--- src/hdl/esc_pkg.sv ---
// ----------------------------------------------------------------------------
// Event sequence compiler package
// Shared constants, status codes and the control/status structs that join
// the controller and the datapath.
// ----------------------------------------------------------------------------
package esc_pkg;

	// Full 32-bit entry time, also the time word of a continuation entry
	localparam logic [31:0] FULL32 = 32'hffff_ffff;
	// Event code that closes a sequence
	localparam logic [7:0] END_CODE = 8'h7f;
	// Reset value of the end gap register
	localparam logic [31:0] END_GAP_RST = 32'd5;

	// Parameter defaults
	localparam int SEQ_DEPTH_DEF = 2047;
	localparam int MAX_CONT_DEF = 63;

	// Continuation count widths (the user must keep MAX_CONT at 63 or below; not enforced)
	localparam int K_W = 7;
	localparam int CONT_W = 6;

	// Status codes reported with each result
	localparam logic [1:0] STAT_OK = 2'd0;
	localparam logic [1:0] STAT_ORDER = 2'd1;
	localparam logic [1:0] STAT_LONG = 2'd2;

	// Commands from the controller to the datapath
	typedef struct packed {
		logic capture;     // input transaction accepted
		logic div;         // split rebased time into continuations
		logic check;       // order / length checks, state update
		logic fin;         // build end-of-sequence results, clear state
		logic load_cont;   // load a continuation into the output register
		logic load_final;  // load the last result of the transaction
	} ctrl_cmd_t;

	// Status from the datapath to the controller
	typedef struct packed {
		logic is_finish;   // command port asks for a finish
		logic seq_ended;   // end code already stored
		logic cont_zero;   // no continuations left to send
		logic out_free;    // output register can take a result this cycle
	} dp_stat_t;

endpackage

--- src/hdl/esc_ctrl.sv ---
// ----------------------------------------------------------------------------
// Event sequence compiler controller
// Sequences one input transaction at a time through evaluation, checking
// and emission of its results.
// ----------------------------------------------------------------------------
module esc_ctrl (
	input  logic                clk,
	input  logic                arst_n,
	input  logic                in_valid,
	output logic                in_stall,
	input  esc_pkg::dp_stat_t   stat,
	output esc_pkg::ctrl_cmd_t  cmd
);

	typedef enum logic [4:0] {
		ST_IDLE  = 5'b00001,
		ST_DIV   = 5'b00010,
		ST_CHECK = 5'b00100,
		ST_FIN   = 5'b01000,
		ST_EMIT  = 5'b10000
	} state_t;

	state_t state_q, state_d;
	logic   accept;

	assign in_stall = (state_q != ST_IDLE);
	assign accept = in_valid && !in_stall;

	// Next state and datapath commands
	always_comb begin
		state_d = state_q;
		cmd = '0;
		case (state_q)
			ST_IDLE: begin
				cmd.capture = accept;
				if (accept) begin
					if (stat.is_finish) begin
						state_d = ST_FIN;
					end else if (!stat.seq_ended) begin
						state_d = ST_DIV;
					end
				end
			end
			ST_DIV: begin
				cmd.div = 1'b1;
				state_d = ST_CHECK;
			end
			ST_CHECK: begin
				cmd.check = 1'b1;
				state_d = ST_EMIT;
			end
			ST_FIN: begin
				cmd.fin = 1'b1;
				state_d = ST_EMIT;
			end
			ST_EMIT: begin
				if (stat.out_free) begin
					if (stat.cont_zero) begin
						cmd.load_final = 1'b1;
						state_d = ST_IDLE;
					end else begin
						cmd.load_cont = 1'b1;
					end
				end
			end
			default: begin
				state_d = ST_IDLE;
			end
		endcase
	end

	// State register
	always_ff @(posedge clk or negedge arst_n) begin
		if (!arst_n) begin
			state_q <= ST_IDLE;
		end else begin
			state_q <= state_d;
		end
	end

endmodule

--- src/hdl/esc_dpath.sv ---
// ----------------------------------------------------------------------------
// Event sequence compiler datapath
// Rebases event times, splits them into continuation entries, keeps the
// sequence state and holds the output register.
// ----------------------------------------------------------------------------
module esc_dpath #(
	parameter int SEQ_DEPTH = esc_pkg::SEQ_DEPTH_DEF,
	parameter int MAX_CONT = esc_pkg::MAX_CONT_DEF
) (
	input  logic                clk,
	input  logic                arst_n,
	input  esc_pkg::ctrl_cmd_t  cmd,
	output esc_pkg::dp_stat_t   stat,
	// configuration
	input  logic                cfg_wr_en,
	input  logic [31:0]         cfg_wr_data,
	// input payload
	input  logic                command,
	input  logic [63:0]         event_time,
	input  logic [7:0]          event_code,
	input  logic [7:0]          event_mask,
	// output channel
	output logic                out_valid,
	input  logic                out_stall,
	output logic [31:0]         entry_time,
	output logic [7:0]          entry_code,
	output logic [7:0]          entry_mask,
	output logic                entry_valid,
	output logic [1:0]          status,
	output logic                run_last,
	output logic                sequence_done
);

	localparam int CNT_W = $clog2(SEQ_DEPTH + 1);
	localparam int SUM_W = CNT_W + 8;
	localparam logic [63:0] CONT_LIMIT = 64'(MAX_CONT + 1) * 64'(esc_pkg::FULL32);

	// Sequence state
	logic [63:0]    prev_time_q;
	logic [31:0]    last_time_q;
	logic [7:0]     last_code_q;
	logic [CNT_W-1:0] cnt_q;
	logic           has_q;
	logic           ended_q;
	logic [1:0]     err_q;
	logic [31:0]    end_gap_q;

	// Per-transaction working registers
	logic [63:0]    time_q;
	logic [7:0]     code_q;
	logic [7:0]     mask_q;
	logic [65:0]    v_q;
	logic [esc_pkg::K_W-1:0] k_q;
	logic [31:0]    fin_q;
	logic           neg_q;
	logic           long_q;

	// Emission plan
	logic [esc_pkg::CONT_W-1:0] cont_q;
	logic [31:0]    pl_time_q;
	logic [7:0]     pl_code_q;
	logic [7:0]     pl_mask_q;
	logic           pl_valid_q;
	logic [1:0]     pl_status_q;
	logic           pl_done_q;

	// Output register
	logic           out_valid_q;
	logic [31:0]    entry_time_q;
	logic [7:0]     entry_code_q;
	logic [7:0]     entry_mask_q;
	logic           entry_valid_q;
	logic [1:0]     status_q;
	logic           run_last_q;
	logic           done_q;

	// Combinational helpers
	logic [31:0]    base;
	logic [63:0]    v64;
	logic [37:0]    w;
	logic [32:0]    hs;
	logic [32:0]    hs_red;
	logic [esc_pkg::K_W-1:0] k_d;
	logic [31:0]    fin_d;
	logic [SUM_W-1:0] cnt_sum;
	logic           cnt_bad;
	logic [31:0]    first;
	logic           ord_bad;
	logic [1:0]     chk_code;
	logic           chk_emit;
	logic [1:0]     err_next;
	logic [32:0]    fsum;
	logic           fwrap;

	// Status to the controller
	assign stat.is_finish = command;
	assign stat.seq_ended = ended_q;
	assign stat.cont_zero = (cont_q == '0);
	assign stat.out_free = !out_valid_q || !out_stall;

	// Rebase: t - previous + base, sign in bit 65, overflow in bit 64
	assign base = has_q ? last_time_q : 32'd0;

	always_ff @(posedge clk) begin
		if (cmd.capture) begin
			time_q <= event_time;
			code_q <= event_code;
			mask_q <= event_mask;
			v_q <= {2'b00, event_time} - {2'b00, prev_time_q} + {34'd0, base};
		end
	end

	// Continuation split: k = (v-1) / FULL32, final = v - k * FULL32
	always_comb begin
		v64 = v_q[63:0];
		w = v64[37:0] - 38'd1;
		hs = {1'b0, w[31:0]} + {27'd0, w[37:32]};
		hs_red = hs - {1'b0, esc_pkg::FULL32};
		if (v64 <= {32'd0, esc_pkg::FULL32}) begin
			k_d = '0;
			fin_d = v64[31:0];
		end else if (hs >= {1'b0, esc_pkg::FULL32}) begin
			k_d = {1'b0, w[37:32]} + 7'd1;
			fin_d = hs_red[31:0] + 32'd1;
		end else begin
			k_d = {1'b0, w[37:32]};
			fin_d = hs[31:0] + 32'd1;
		end
	end

	always_ff @(posedge clk) begin
		if (cmd.div) begin
			k_q <= k_d;
			fin_q <= fin_d;
			neg_q <= v_q[65];
			long_q <= v_q[64] || (v64 > CONT_LIMIT);
		end
	end

	// Length and order checks
	always_comb begin
		cnt_sum = SUM_W'(cnt_q) + SUM_W'(k_q) + SUM_W'(1);
		cnt_bad = cnt_sum > SUM_W'(SEQ_DEPTH);
		first = (k_q != '0) ? esc_pkg::FULL32 : fin_q;
		ord_bad = has_q && !(last_time_q == esc_pkg::FULL32 && last_code_q == 8'd0)
			&& (first <= last_time_q);
		if (neg_q) begin
			chk_code = esc_pkg::STAT_ORDER;
			chk_emit = 1'b0;
		end else if (long_q || cnt_bad) begin
			chk_code = esc_pkg::STAT_LONG;
			chk_emit = 1'b0;
		end else if (ord_bad) begin
			chk_code = esc_pkg::STAT_ORDER;
			chk_emit = 1'b1;
		end else begin
			chk_code = esc_pkg::STAT_OK;
			chk_emit = 1'b1;
		end
		// first error is sticky
		err_next = (err_q == esc_pkg::STAT_OK) ? chk_code : err_q;
	end

	// End entry placement on finish
	assign fsum = {1'b0, last_time_q} + {1'b0, end_gap_q};
	assign fwrap = fsum >= {1'b0, esc_pkg::FULL32};

	// Sequence state and configuration
	always_ff @(posedge clk or negedge arst_n) begin
		if (!arst_n) begin
			prev_time_q <= '0;
			last_time_q <= '0;
			last_code_q <= '0;
			cnt_q <= '0;
			has_q <= 1'b0;
			ended_q <= 1'b0;
			err_q <= esc_pkg::STAT_OK;
			end_gap_q <= esc_pkg::END_GAP_RST;
		end else begin
			if (cfg_wr_en) begin
				end_gap_q <= cfg_wr_data;
			end
			if (cmd.check) begin
				err_q <= err_next;
				if (chk_emit) begin
					prev_time_q <= time_q;
					last_time_q <= fin_q;
					last_code_q <= code_q;
					cnt_q <= cnt_sum[CNT_W-1:0];
					has_q <= 1'b1;
					ended_q <= (code_q == esc_pkg::END_CODE);
				end
			end else if (cmd.fin) begin
				prev_time_q <= '0;
				last_time_q <= '0;
				last_code_q <= '0;
				cnt_q <= '0;
				has_q <= 1'b0;
				ended_q <= 1'b0;
				err_q <= esc_pkg::STAT_OK;
			end
		end
	end

	// Continuation counter
	always_ff @(posedge clk or negedge arst_n) begin
		if (!arst_n) begin
			cont_q <= '0;
		end else if (cmd.check) begin
			cont_q <= chk_emit ? k_q[esc_pkg::CONT_W-1:0] : '0;
		end else if (cmd.fin) begin
			cont_q <= (has_q && last_code_q != esc_pkg::END_CODE && fwrap)
				? esc_pkg::CONT_W'(1) : '0;
		end else if (cmd.load_cont) begin
			cont_q <= cont_q - esc_pkg::CONT_W'(1);
		end
	end

	// Final result of the transaction
	always_ff @(posedge clk) begin
		if (cmd.check) begin
			pl_time_q <= chk_emit ? fin_q : 32'd0;
			pl_code_q <= chk_emit ? code_q : 8'd0;
			pl_mask_q <= chk_emit ? mask_q : 8'd0;
			pl_valid_q <= chk_emit;
			pl_status_q <= err_next;
			pl_done_q <= 1'b0;
		end else if (cmd.fin) begin
			pl_status_q <= err_q;
			pl_done_q <= 1'b1;
			pl_mask_q <= 8'd0;
			if (!has_q) begin
				pl_time_q <= end_gap_q;
				pl_code_q <= esc_pkg::END_CODE;
				pl_valid_q <= 1'b1;
			end else if (last_code_q != esc_pkg::END_CODE) begin
				pl_time_q <= fwrap ? end_gap_q : fsum[31:0];
				pl_code_q <= esc_pkg::END_CODE;
				pl_valid_q <= 1'b1;
			end else begin
				// already ended: status-only result
				pl_time_q <= 32'd0;
				pl_code_q <= 8'd0;
				pl_valid_q <= 1'b0;
			end
		end
	end

	// Output register handshake
	always_ff @(posedge clk or negedge arst_n) begin
		if (!arst_n) begin
			out_valid_q <= 1'b0;
		end else if (cmd.load_cont || cmd.load_final) begin
			out_valid_q <= 1'b1;
		end else if (!out_stall) begin
			out_valid_q <= 1'b0;
		end
	end

	// Output payload
	always_ff @(posedge clk) begin
		if (cmd.load_cont) begin
			entry_time_q <= esc_pkg::FULL32;
			entry_code_q <= 8'd0;
			entry_mask_q <= 8'd0;
			entry_valid_q <= 1'b1;
			status_q <= pl_status_q;
			run_last_q <= 1'b0;
			done_q <= pl_done_q;
		end else if (cmd.load_final) begin
			entry_time_q <= pl_time_q;
			entry_code_q <= pl_code_q;
			entry_mask_q <= pl_mask_q;
			entry_valid_q <= pl_valid_q;
			status_q <= pl_status_q;
			run_last_q <= 1'b1;
			done_q <= pl_done_q;
		end
	end

	assign out_valid = out_valid_q;
	assign entry_time = entry_time_q;
	assign entry_code = entry_code_q;
	assign entry_mask = entry_mask_q;
	assign entry_valid = entry_valid_q;
	assign status = status_q;
	assign run_last = run_last_q;
	assign sequence_done = done_q;

	// Status-only results carry a zero entry
	a_status_only_zero: assert property (@(posedge clk) disable iff (!arst_n)
		out_valid_q && !entry_valid_q |-> entry_time_q == 32'd0 && entry_code_q == 8'd0)
		else $error("status-only result carries entry data");

	// Every result that is not the last of its transaction is a continuation
	a_cont_shape: assert property (@(posedge clk) disable iff (!arst_n)
		out_valid_q && !run_last_q |->
		entry_time_q == esc_pkg::FULL32 && entry_code_q == 8'd0 && entry_valid_q)
		else $error("non-final result is not a continuation");

	// Entry count never passes the sequence depth
	a_cnt_bound: assert property (@(posedge clk) disable iff (!arst_n)
		SUM_W'(cnt_q) <= SUM_W'(SEQ_DEPTH))
		else $error("entry count beyond sequence depth");

	// A closed sequence holds the end code as its last entry
	a_ended_code: assert property (@(posedge clk) disable iff (!arst_n)
		ended_q |-> has_q && last_code_q == esc_pkg::END_CODE)
		else $error("sequence ended without end code");

endmodule

--- src/hdl/event_sequence_compiler_top.sv ---
// ----------------------------------------------------------------------------
// Event sequence compiler
// Turns absolute 64-bit event times into 32-bit sequencer RAM entries.
// ----------------------------------------------------------------------------
// Usage:
//   Input channel (in_valid / in_stall) carries one command per transaction:
//   add an event (event_time, event_code, event_mask) or finish the sequence.
//   Output channel (out_valid / out_stall) returns one or more results per
//   transaction; run_last marks the last one. An add after the end code has
//   been stored returns no result. The user must write end_gap through
//   cfg_wr_en / cfg_wr_data only while the block idles; it is not enforced.
// Flow:
//   An add goes through ST_DIV and ST_CHECK to ST_EMIT, which loads k
//   continuation entries (0..MAX_CONT), then the final result; the output
//   register takes one result per cycle unless out_stall holds it. A finish
//   goes through ST_FIN to ST_EMIT, one continuation first if the end entry
//   wraps. The next transaction is accepted once the final result is loaded.
// Reset:
//   arst_n clears the sequence state and sets end_gap to 5.
// Stall:
//   While out_stall holds a result, emission pauses and in_stall stays high.
// ----------------------------------------------------------------------------
module event_sequence_compiler_top #(
	parameter int SEQ_DEPTH = esc_pkg::SEQ_DEPTH_DEF,
	parameter int MAX_CONT = esc_pkg::MAX_CONT_DEF
) (
	input  logic        clk,
	input  logic        arst_n,
	// configuration
	input  logic        cfg_wr_en,
	input  logic [31:0] cfg_wr_data,
	// input channel
	input  logic        in_valid,
	output logic        in_stall,
	input  logic        command,
	input  logic [63:0] event_time,
	input  logic [7:0]  event_code,
	input  logic [7:0]  event_mask,
	// output channel
	output logic        out_valid,
	input  logic        out_stall,
	output logic [31:0] entry_time,
	output logic [7:0]  entry_code,
	output logic [7:0]  entry_mask,
	output logic        entry_valid,
	output logic [1:0]  status,
	output logic        run_last,
	output logic        sequence_done
);

	esc_pkg::ctrl_cmd_t cmd;
	esc_pkg::dp_stat_t  stat;

	// Transaction sequencer
	esc_ctrl u_ctrl (
		.clk      (clk),
		.arst_n   (arst_n),
		.in_valid (in_valid),
		.in_stall (in_stall),
		.stat     (stat),
		.cmd      (cmd)
	);

	// Arithmetic, sequence state and output register
	esc_dpath #(
		.SEQ_DEPTH (SEQ_DEPTH),
		.MAX_CONT  (MAX_CONT)
	) u_dpath (
		.clk           (clk),
		.arst_n        (arst_n),
		.cmd           (cmd),
		.stat          (stat),
		.cfg_wr_en     (cfg_wr_en),
		.cfg_wr_data   (cfg_wr_data),
		.command       (command),
		.event_time    (event_time),
		.event_code    (event_code),
		.event_mask    (event_mask),
		.out_valid     (out_valid),
		.out_stall     (out_stall),
		.entry_time    (entry_time),
		.entry_code    (entry_code),
		.entry_mask    (entry_mask),
		.entry_valid   (entry_valid),
		.status        (status),
		.run_last      (run_last),
		.sequence_done (sequence_done)
	);

endmodule
--- config.mk ---
export PLATFORM = sky130hd
export DESIGN_NAME = event_sequence_compiler_top
export DESIGN_NICKNAME = d
export VERILOG_FILES = /design/src/hdl/esc_pkg.sv /design/src/hdl/esc_ctrl.sv /design/src/hdl/esc_dpath.sv /design/src/hdl/event_sequence_compiler_top.sv
export SDC_FILE = /design/constraint.sdc
export NUM_CORES = 1
export LEC_CHECK = 0
export BUFFER_PORTS_ARGS = -buffer_cell sky130_fd_sc_hd__buf_4
export CORE_UTILIZATION = 55
export CTS_CLUSTER_DIAMETER = 200
export DETAILED_ROUTE_END_ITERATION = 7
export PLACE_DENSITY_LB_ADDON = 0.15
export SETUP_SLACK_MARGIN = 0.1
export SYNTH_ARGS = -nofsm -noshare
export SYNTH_HDL_FRONTEND = slang
export SYNTH_SLANG_ARGS = --single-unit
--- constraint.sdc ---
create_clock -name clk -period 10 [get_ports clk]
set_input_delay 1.5 -clock clk [delete_from_list [all_inputs] [get_ports clk]]
set_output_delay 1.5 -clock clk [all_outputs]
set_load 0.005 [all_outputs]
; ---- Word-level counts from Yosys, hierarchy flattened
; Index checks and enable logic that the tools add are counted.
[word_totals]
inputBits = 118
wordCells = 166
ram_bits = 0
output_inout_bits = 55
latchBits = 0
mem_bits_ro = 0
memories = 0
register_bits = 455
[classes]
n_div = 0
add_sub_neg = 12
shift = 0
multipliers = 0
n_eq_ne = 15
n_bitwise = 1
n_reduce_logical = 25
order_cmp = 6
mux = 74
[op_table]
columns = cell, count
row1 = 32-bit 2-to-1 mux, 13
row2 = 64-bit 2-to-1 mux, 3
row3 = 8-bit 2-to-1 mux, 9
row4 = 66-bit by 32-bit adder with 66-bit output, 1
row5 = 33-bit by 32-bit greater-or-equal comparator with 1-bit output (second input constant), 2
row6 = 64-bit by 64-bit subtractor with 65-bit output, 1
row7 = 32-bit by 1-bit adder with 32-bit output (second input constant), 2
row8 = 64-bit by 38-bit greater-than comparator with 1-bit output (second input constant), 1
row9 = 64-bit by 32-bit less-or-equal comparator with 1-bit output (second input constant), 1
row10 = 38-bit by 1-bit subtractor with 38-bit output (second input constant), 1
row11 = 32-bit by 32-bit adder with 33-bit output, 1
row12 = 32-bit by 6-bit adder with 33-bit output, 1
row13 = 11-bit 2-to-1 mux, 3
row14 = 32-bit equality test (second input constant), 1
row15 = 32-bit less-or-equal comparator, 1
row16 = 32-bit subtractor (second input constant), 1
row17 = 6-bit 2-to-1 mux, 5
row18 = 5-bit 2-to-1 mux, 5
row19 = 1-bit 2-to-1 mux, 23
row20 = 2-bit 2-to-1 mux, 11
row21 = 5-bit one-hot mux with 4 select lines, 1
row22 = 19-bit by 1-bit adder with 19-bit output (second input constant), 1
row23 = 19-bit by 11-bit greater-than comparator with 1-bit output (second input constant), 1
row24 = 11-bit by 7-bit adder with 12-bit output, 1
row25 = 27 further kinds, 43

; ---- Logic depth before layout (Yosys ltp)
; Gate-level depths: netlist (run 1).
[depth]
depth_word = 10
ltp_mapped = 32
ltp_nobuf = 31

; ---- Modules after synthesis
; From an unflattened synthesis (run 1), not the netlist that was laid out.
[unflattened]
cells_unflattened = 3109
hier_area_um2 = 29633.4
[modules_own_cells]
columns = mod, cells_each, seq_area_each_um2, n_inst, area_each_um2
row1 = esc_dpath, 3074, 12214.2, 1, 29324.4
row2 = esc_ctrl, 35, 126.4, 1, 309.0

; ---- Least setup slack after synthesis (run 1)
; OpenSTA, ideal clock, no wires.
[synth_path]
kind = input -> register
start = input port event_time[0]
end = register u_dpath.v_q[61], data pin
setup_time_ns = 0.266
arrival_ns = 6.743
path_buffers = 1
required_ns = 9.734
setup_slack_ns = 2.992
path_stages = 29
cell_sequence = inv_1 > ha_1 > inv_1 > fa_1 > a21o_1 > a21oi_1 > o21bai_1 > and4_1 > or2_2 > nand3_1 > a21oi_1 > a21boi_0 > nor2b_1 > o21a_1 > nor2_1 > xnor2_1 > ha_1 > and3_1 > nand2_1 > a2111oi_0 > o21a_1 > a221oi_1 > o21a_1 > or2_2 > clkbuf_1 > nand3b_1 > nor3_1 > and3_1 > xor2_1
[synth_via]
elab_chain_len = 2
[synth_rtl]
columns = element, line
row1 = start: declaration, event_sequence_compiler_top.sv:36  ; input logic [63:0] event_time,
row2 = 64-bit by 64-bit subtractor with 65-bit output, esc_dpath.sv:109  ; v_q <= {2'b00, event_time} - {2'b00, prev_time_q} + {34'd0, base};
row3 = 66-bit by 32-bit adder with 66-bit output, esc_dpath.sv:109
row4 = end signal: assignment, esc_dpath.sv:109
row5 = end: declaration, esc_dpath.sv:52  ; logic [65:0] v_q;
; Every way passes these cells.
; A chain may end at the register's enable or synchronous reset.

; ---- Worst setup path after layout (run 1)
; Same ends and word-level chain as after synthesis.

==> results of run 1 <==
registers in the layout, indices dropped and copies added, names as in the netlist, 11 cells and up:
name / count
u_dpath.pl_time_q: 32
u_dpath.cnt_q: 11
u_dpath.fin_q: 32
u_dpath.time_q: 64
u_dpath.end_gap_q: 32
u_dpath.entry_time: 32
u_dpath.prev_time_q: 64
u_dpath.v_q: 66
u_dpath.last_time_q: 32
area by class of cell:
type | count | share of cell area (%)
multi-input cells | 2461 | 49.1
flip-flops and latches | 455 | 36.8
repair buffers | 196 | 4.40
clock buffers | 71 | 4.34
well taps | 696 | 2.60
inverters | 176 | 1.97
clock inverters | 23 | 0.713
diodes | 1 | 0.00747
power breakdown:
| group | switching, W | internal (W) |
|---|---|---|
| clock | 0.000806 | 0.00110 |
| combinational | 0.00213 | 0.00135 |
| sequential | 0.000397 | 0.00258 |
Yosys cell counts, drive strengths merged, types with 90 or more instances:
cell	count
inv	174
o21ai	165
dfrtp	160
ha	180
and2	90
a21o	90
clkbuf	119
nand3	105
a21oi	176
nor2	208
xnor2	159
edfxtp	241
nand2	385
worst paths after layout:
check / to / start / slack, ps / depth (start not counted)
max in group asynchronous: u_dpath.prev_time_q[16]$_DFFE_PN0P_ / arst_n / 7840 / 2
worst min register to register: u_dpath.entry_code[0]$_SDFFE_PP0P_ / u_dpath.entry_code[0]$_SDFFE_PP0P_ / 440 / 2
worst min-delay path: u_dpath.entry_code[0]$_SDFFE_PP0P_ / u_dpath.entry_code[0]$_SDFFE_PP0P_ / 440 / 2
min in group asynchronous: u_dpath.out_valid$_DFFE_PN0P_ / arst_n / 840 / 1
worst max-delay path: u_dpath.v_q[61]$_DFFE_PP_ / event_time[0] / 2280 / 29
worst max register to register: u_dpath.fin_q[19]$_DFFE_PP_ / u_dpath.v_q[22]$_DFFE_PP_ / 2500 / 19
worst register-to-register path, delay by kind of cell, from the launching register on:
family                   cells  cell delay (ps)
AO/OA/AOI/OAI                6             2110
XOR/XNOR                     1              340
AND/OR/NAND/NOR              8             3310
adder cells (fa/ha/maj)      1              410
multiplexers                 1              200
flip-flops                   1              520
buffers and inverters        2              340
kinds of logic (layout without fill, tap and decap cells):
| family | count (synthesis) | count (layout) | synth area share, % |
|---|---|---|---|
| and+or+nand+nor | 1207 | 1207 | 20.5 |
| xor gates and xnor gates | 228 | 228 | 6.81 |
| other | 0 | 1 | 0 |
| AOI/OAI and AO/OA | 797 | 797 | 18.1 |
| DFF | 455 | 455 | 41.1 |
| adders and majority gates | 184 | 184 | 7.77 |
| buffers and inverters | 317 | 466 | 4.13 |
| muxes | 45 | 45 | 1.66 |
metrics by stage:
step	instances	area [um^2]	worst slack (ps)	total power [W]
floorplan	3233	30000	2990	0.00534
global placement	3984	31800	1770	0.00631
detailed placement	3984	31800	1650	0.00642
CTS	4078	33500	2310	0.00835
global route	4078	33500	1670	0.00884
finish	4079	33500	2280	0.00836
routing by layer:
layer | routed length, um | vias to the layer above | GRT usage [%]
met5 | 12 | - | 0
met4 | 3670 | 2 | 13.3
met3 | 4700 | 198 | 3.66
met2 | 43100 | 894 | 54.4
met1 | 37100 | 12300 | 40.0
li1 | - | 12000 | -
layout by cell type, fill, tap and decap left out, types with 8 or more instances in the layout:
| master | count |
|---|---|
| a211oi_1 | 16 |
| a21o_1 | 90 |
| a21oi_1 | 172 |
| a221o_1 | 37 |
| a311oi_1 | 8 |
| a31oi_1 | 37 |
| and2_1 | 88 |
| and3_1 | 35 |
| and4_1 | 14 |
| buf_4 | 195 |
| clkbuf_1 | 12 |
| clkbuf_16 | 53 |
| clkinv_2 | 8 |
| dfrtp_1 | 160 |
| dfxtp_1 | 51 |
| edfxtp_1 | 241 |
| ha_1 | 180 |
| inv_1 | 173 |
| mux2_2 | 37 |
| mux2i_1 | 8 |
| nand2_1 | 383 |
| nand2b_1 | 25 |
| nand3_1 | 104 |
| nand4_1 | 67 |
| nor2_1 | 207 |
| nor2b_1 | 28 |
| nor3_1 | 71 |
| nor4_1 | 42 |
| o211ai_1 | 11 |
| o21a_1 | 33 |
| o21ai_0 | 162 |
| o21bai_1 | 31 |
| o31ai_1 | 83 |
| or2_2 | 44 |
| or3_1 | 21 |
| or4_1 | 15 |
| xnor2_1 | 156 |
| xor2_1 | 68 |
==> metrics.txt, run 1 <==
Post-route DRC=0; Mapped Area=0.0300 mm^2; Yosys reg bits=455; fin crit period=7720 ps; Post-synth EDFFs=241; TNS Setup=0 ps; total CTS buffers=50; Worst Setup End Kind=register; core box area=0.0539 mm^2; post-synthesis average cell area=9.28 um^2; final worst-path cycle share=77.2%; Post-DP HPWL=67900 um; Iter 0 DRT Violations=2128; Min Hold Slack=439 ps; largest net degree at the start of global routing=87; hold bufs inserted after CTS=0; RD Place Congestion=0.984; Buf/Inv on CP=3; top post-synthesis cells by area=edfxtp_1 24%, dfrtp_1 13%, ha_1 7.5%; Vias/cell=6.23; ratio of cells with drive above 1 in the final layout=12.2%; Synth Flop Type=edfxtp_1; vias in the first global route=25100; Least-Margin Pin Slew=1250 ps; Critical Path Most Common Cell=o21a_1; number of synthesis warnings=0; Seq/Total Area, Yosys=41.1%; top cell type by total area after synthesis=edfxtp_1; post-synthesis cell count=3233; top fanout value on the critical path=6; syn nets=3535; # setup viols final=0; die width=236 um; critical path arrival=8080 ps; worst clock skew=22.1 ps; Routed Antenna Nets=0; Slew HR=15.6%; fill count=4492; Synth cell types=104; pwr dens=249 mW/mm^2; Final Util=62.1%; CP delay by family, top=simple AND/OR/NAND/NOR gates; Worst path max stage delay=530 ps; Starting Density=55.7%; area fraction of the dominant cell type after synthesis=24.1%; grt total ovfl=0; Bufs on Longest Clock Path=3; final wirelength=88500 um; Crit Path Class=in2reg; maximum vdd drop=177 uV; WL per Instance=21.7 um; Post-CTS Setup Bufs=0; first-pass GRT wire length=138000 um; Root Driver=clkbuf_16; Sequential Area=0.0123 mm^2; antenna violations before repair=3; worst hold path class=reg2reg; # IOs=173; H-tree levels=2; TritonRoute pass-1 iters=6; Area Overhead vs Synth=11.7%; Total GRT Usage=31.5%; nets=3642; RSZ-0062 raised after global routing=false; row count=85; type of element launching the critical path=input pin; vias post-DR=25400; area of the multi-input gates=0.0165 mm^2; Post-CTS Resized=0; Buffers on Ports=172; status=complete, no violations; Leakage=13.6 nW; f_max=0.130 GHz; Post-synth ARST share=35.8%; Die Area=0.0555 mm^2; clock latency on the worst-skew pair=620 ps; die height=236 um; slowest library cell on the worst path=a2111oi_0; CP required=10360 ps; max cap viols=0; final max-slew violation count=0; Clock Sinks=455; Hold Violations, Final=0; Worst-path clk slew=60 ps; TritonCTS clock tree=yes
No activity file was read; power rests on OpenSTA's default activity.
==> run 2, diff against run 1 <==
- ABC_AREA: unset -> 1
- clock period: 10 -> 7.6 ns (I/O delays scaled with it)
==> run 2 against run 1 <==
Cell count increased by 27%. Total power rose by 46%. Critical path type unchanged. Via count is 13% higher. Largest cell class unchanged. Critical path depth is 4 lower.
==> metrics.txt, run 2 <==
final wirelength=94600 um (was 88500 um); Bufs on Longest Clock Path=3 (unchanged); critical path arrival=6030 ps (was 8080 ps); Iter 0 DRT Violations=2287 (was 2128); area of the multi-input gates=0.0168 mm^2 (was 0.0165 mm^2); maximum vdd drop=241 uV (was 177 uV); Leakage=15.9 nW (was 13.6 nW); Buffers on Ports=172 (unchanged); placed insts=5088 (was 3984); pwr dens=344 mW/mm^2 (was 249 mW/mm^2); CP required=7950 ps (was 10360 ps); number of synthesis warnings=0 (unchanged); Clock Sinks=455 (unchanged); final max-slew violation count=0 (unchanged); final non-filler cell area=0.0353 mm^2 (was 0.0335 mm^2); Starting Density=55.9% (was 55.7%); grt total ovfl=0 (unchanged); Synth cell types=64 (was 104); Least-Margin Pin Slew=1160 ps (was 1250 ps); Synth Flop Type=edfxtp_1 (unchanged); area fraction of the dominant cell type after synthesis=22.8% (was 24.1%); largest net degree at the start of global routing=81 (was 87); die width=242 um (was 236 um); core box area=0.0567 mm^2 (was 0.0539 mm^2); H-tree levels=2 (unchanged); f_max=0.176 GHz; TritonRoute pass-1 iters=6 (unchanged); worst hold path class=reg2reg (unchanged); type of element launching the critical path=input pin (unchanged); # IOs=173 (unchanged); vias in the first global route=27900 (was 25100); Post-CTS Setup Bufs=0 (unchanged); Worst Setup End Kind=register (unchanged); top fanout value on the critical path=5 (was 6); Worst-path clk slew=60 ps (about the same); Finished Layout Cells=5176 (was 4079); Post-synth EDFFs=241 (unchanged); fill count=5260 (was 4492); commonest cells after routing, fill and taps aside=1055 x nand2_1, 563 x inv_1, 411 x nor2_1 (was 383 x nand2_1, 241 x edfxtp_1, 207 x nor2_1); Die Area=0.0586 mm^2 (was 0.0555 mm^2); TritonCTS clock tree=yes (unchanged); max cap viols=0 (unchanged); RSZ-0062 raised after global routing=false (unchanged); clock latency on the worst-skew pair=620 ps (about the same); die height=242 um (was 236 um); fin crit period=5680 ps; Mapped Area=0.0317 mm^2 (was 0.0300 mm^2); Crit Path Class=in2reg (unchanged); # setup viols final=0 (unchanged); worst clock skew=27.3 ps (was 22.1 ps); post-synthesis average cell area=7.50 um^2 (was 9.28 um^2); Slew HR=22.8% (was 15.6%); Area Overhead vs Synth=11.5% (was 11.7%); antenna violations before repair=2 (was 3); antenna cells=0 (was 1); Root Driver=clkbuf_16 (unchanged); Post-DP Area=0.0338 mm^2 (was 0.0318 mm^2); nets=4684 (was 3642); Hold Violations, Final=0 (unchanged); Post-CTS Resized=0 (unchanged); Seq/Total Area, Yosys=38.9% (was 41.1%); Largest register FFs=66 (unchanged); most common cell in the netlist=nand2_1 (unchanged); WL per Instance=18.3 um (was 21.7 um); status=complete, no violations (unchanged); first-pass GRT wire length=149000 um (was 138000 um); row count=87 (was 85); commonest non-fill, non-tap cell in the layout=nand2_1 (unchanged); Most flops, register=u_dpath.v_q (unchanged); syn nets=4526 (was 3535); ratio of cells with drive above 1 in the final layout=10.2% (was 12.2%); hold bufs inserted after CTS=0 (unchanged); Post-synth ARST share=35.8% (unchanged); TNS Setup=0 ps (unchanged); Sequential Area=0.0123 mm^2 (unchanged); Vias/cell=5.55 (was 6.23); final worst-path cycle share=74.7%; top cell type by total area after synthesis=edfxtp_1 (unchanged); Top Registers=u_dpath.v_q: 66 flops, u_dpath.prev_time_q: 64 flops, u_dpath.time_q: 64 flops (unchanged); Post-synth top cells=1056 x nand2_1, 564 x inv_1, 416 x nor2_1, 283 x nand3_1, 257 x o21ai_0 (was 383 x nand2_1, 241 x edfxtp_1, 208 x nor2_1, 180 x ha_1, 174 x inv_1); total CTS buffers=48 (was 50); Yosys reg bits=455 (unchanged); Post-DP HPWL=74600 um (was 67900 um); RD Place Congestion=1.02 (was 0.984); Total GRT Usage=32.2% (was 31.5%); vias post-DR=28700 (was 25400); Routed Antenna Nets=0 (unchanged); post-synthesis cell count=4224 (was 3233); top post-synthesis cells by area=edfxtp_1 23%, dfrtp_1 13%, nand2_1 13% (was edfxtp_1 24%, dfrtp_1 13%, ha_1 7.5%); Post-route DRC=0 (unchanged)
run 2: changes by cell type in the layout (fill, tap and decap cells not counted), moves of 81 or more:
cell | previous run | this run
nand2_1 | 383 | 1055
inv_1 | 173 | 563
nor2_1 | 207 | 411
nand3_1 | 104 | 283
o21ai_0 | 162 | 257
xnor2_1 | 156 | 64
and2_1 | 88 | 3
a21o_1 | 90 | 7
o31ai_1 | 83 | 2
run 2: logic make-up after synthesis:
kind of cell / synth area share, %
buf+inv: 8.32
flops: 38.9
simple gates: 28.2
compound gates: 11.5
fa+ha+maj: 7.36
xor+xnor: 5.69
run 2: area by class of cell:
| cell class | instances | area share, % |
|---|---|---|
| tap | 756 | 2.68 |
| clock buffer | 71 | 3.87 |
| timing repair buffer | 190 | 4.05 |
| sequential | 455 | 34.9 |
| multi-input combinational | 3078 | 47.4 |
| inverter | 609 | 6.48 |
| clock inverter | 17 | 0.577 |
run 2: path summary, 6_finish.rpt:
check | cells past startpoint | slack, ps | startpoint | endpoint
worst max-delay path | 25 | 1920 | event_time[0] | u_dpath.v_q[50]$_DFFE_PP_
worst min-delay path | 0 | 420 | u_dpath.pl_status_q[0]$_DFFE_PP_ | u_dpath.status[0]$_DFFE_PP_
worst max register to register | 27 | 1930 | u_dpath.v_q[0]$_DFFE_PP_ | u_dpath.fin_q[27]$_DFFE_PP_
worst min register to register | 0 | 420 | u_dpath.pl_status_q[0]$_DFFE_PP_ | u_dpath.status[0]$_DFFE_PP_
max in group asynchronous | 2 | 5810 | arst_n | u_dpath.cnt_q[10]$_DFFE_PN0P_
min in group asynchronous | 1 | 500 | arst_n | u_dpath.prev_time_q[14]$_DFFE_PN0P_
run 2: per-stage QoR:
stage          hold WS (ps)  total power [W]  setup slack, ps  utilization [%]
6_report                419           0.0122             1920             62.3
3_3_place_gp            407          0.00967             1600             59.5
5_1_grt                 422           0.0130             1420             62.3
2_1_floorplan           400          0.00802             2150                -
3_5_place_dp            405          0.00973             1470             59.5
4_1_cts                 419           0.0121             2060             62.3
run 2: critical path: stages:
cell,delay [ps]
buf_4,110
inv_1,50
ha_1,330
inv_1,140
fa_1,430
nand3_1,110
nand3_1,160
nand2_1,100
nand4_1,120
xor2_1,180
ha_1,370
nand2_1,60
o21ai_0,140
o21bai_1,160
a21boi_0,220
o21ai_0,320
a21boi_0,240
o21ai_0,420
a21oi_1,210
o21ai_1,340
nand3_1,190
nor2_1,210
nand2_1,100
xor2_1,150
inv_1,50
run 2: power breakdown:
group,switching [W],internal [W],total (W)
registers,0.000481,0.00346,0.00394
clock network,0.00101,0.00136,0.00236
logic,0.00402,0.00185,0.00586
total,0.00551,0.00666,0.0122
run 2: metal layers:
metal  wire [um]  up-vias  GRT usage (%)
met5          29        -              0
met4        4660        4           15.5
met3        5320      238           3.45
met2       44500      979           54.7
met1       40100    13200           40.9
li1            -    14200              -
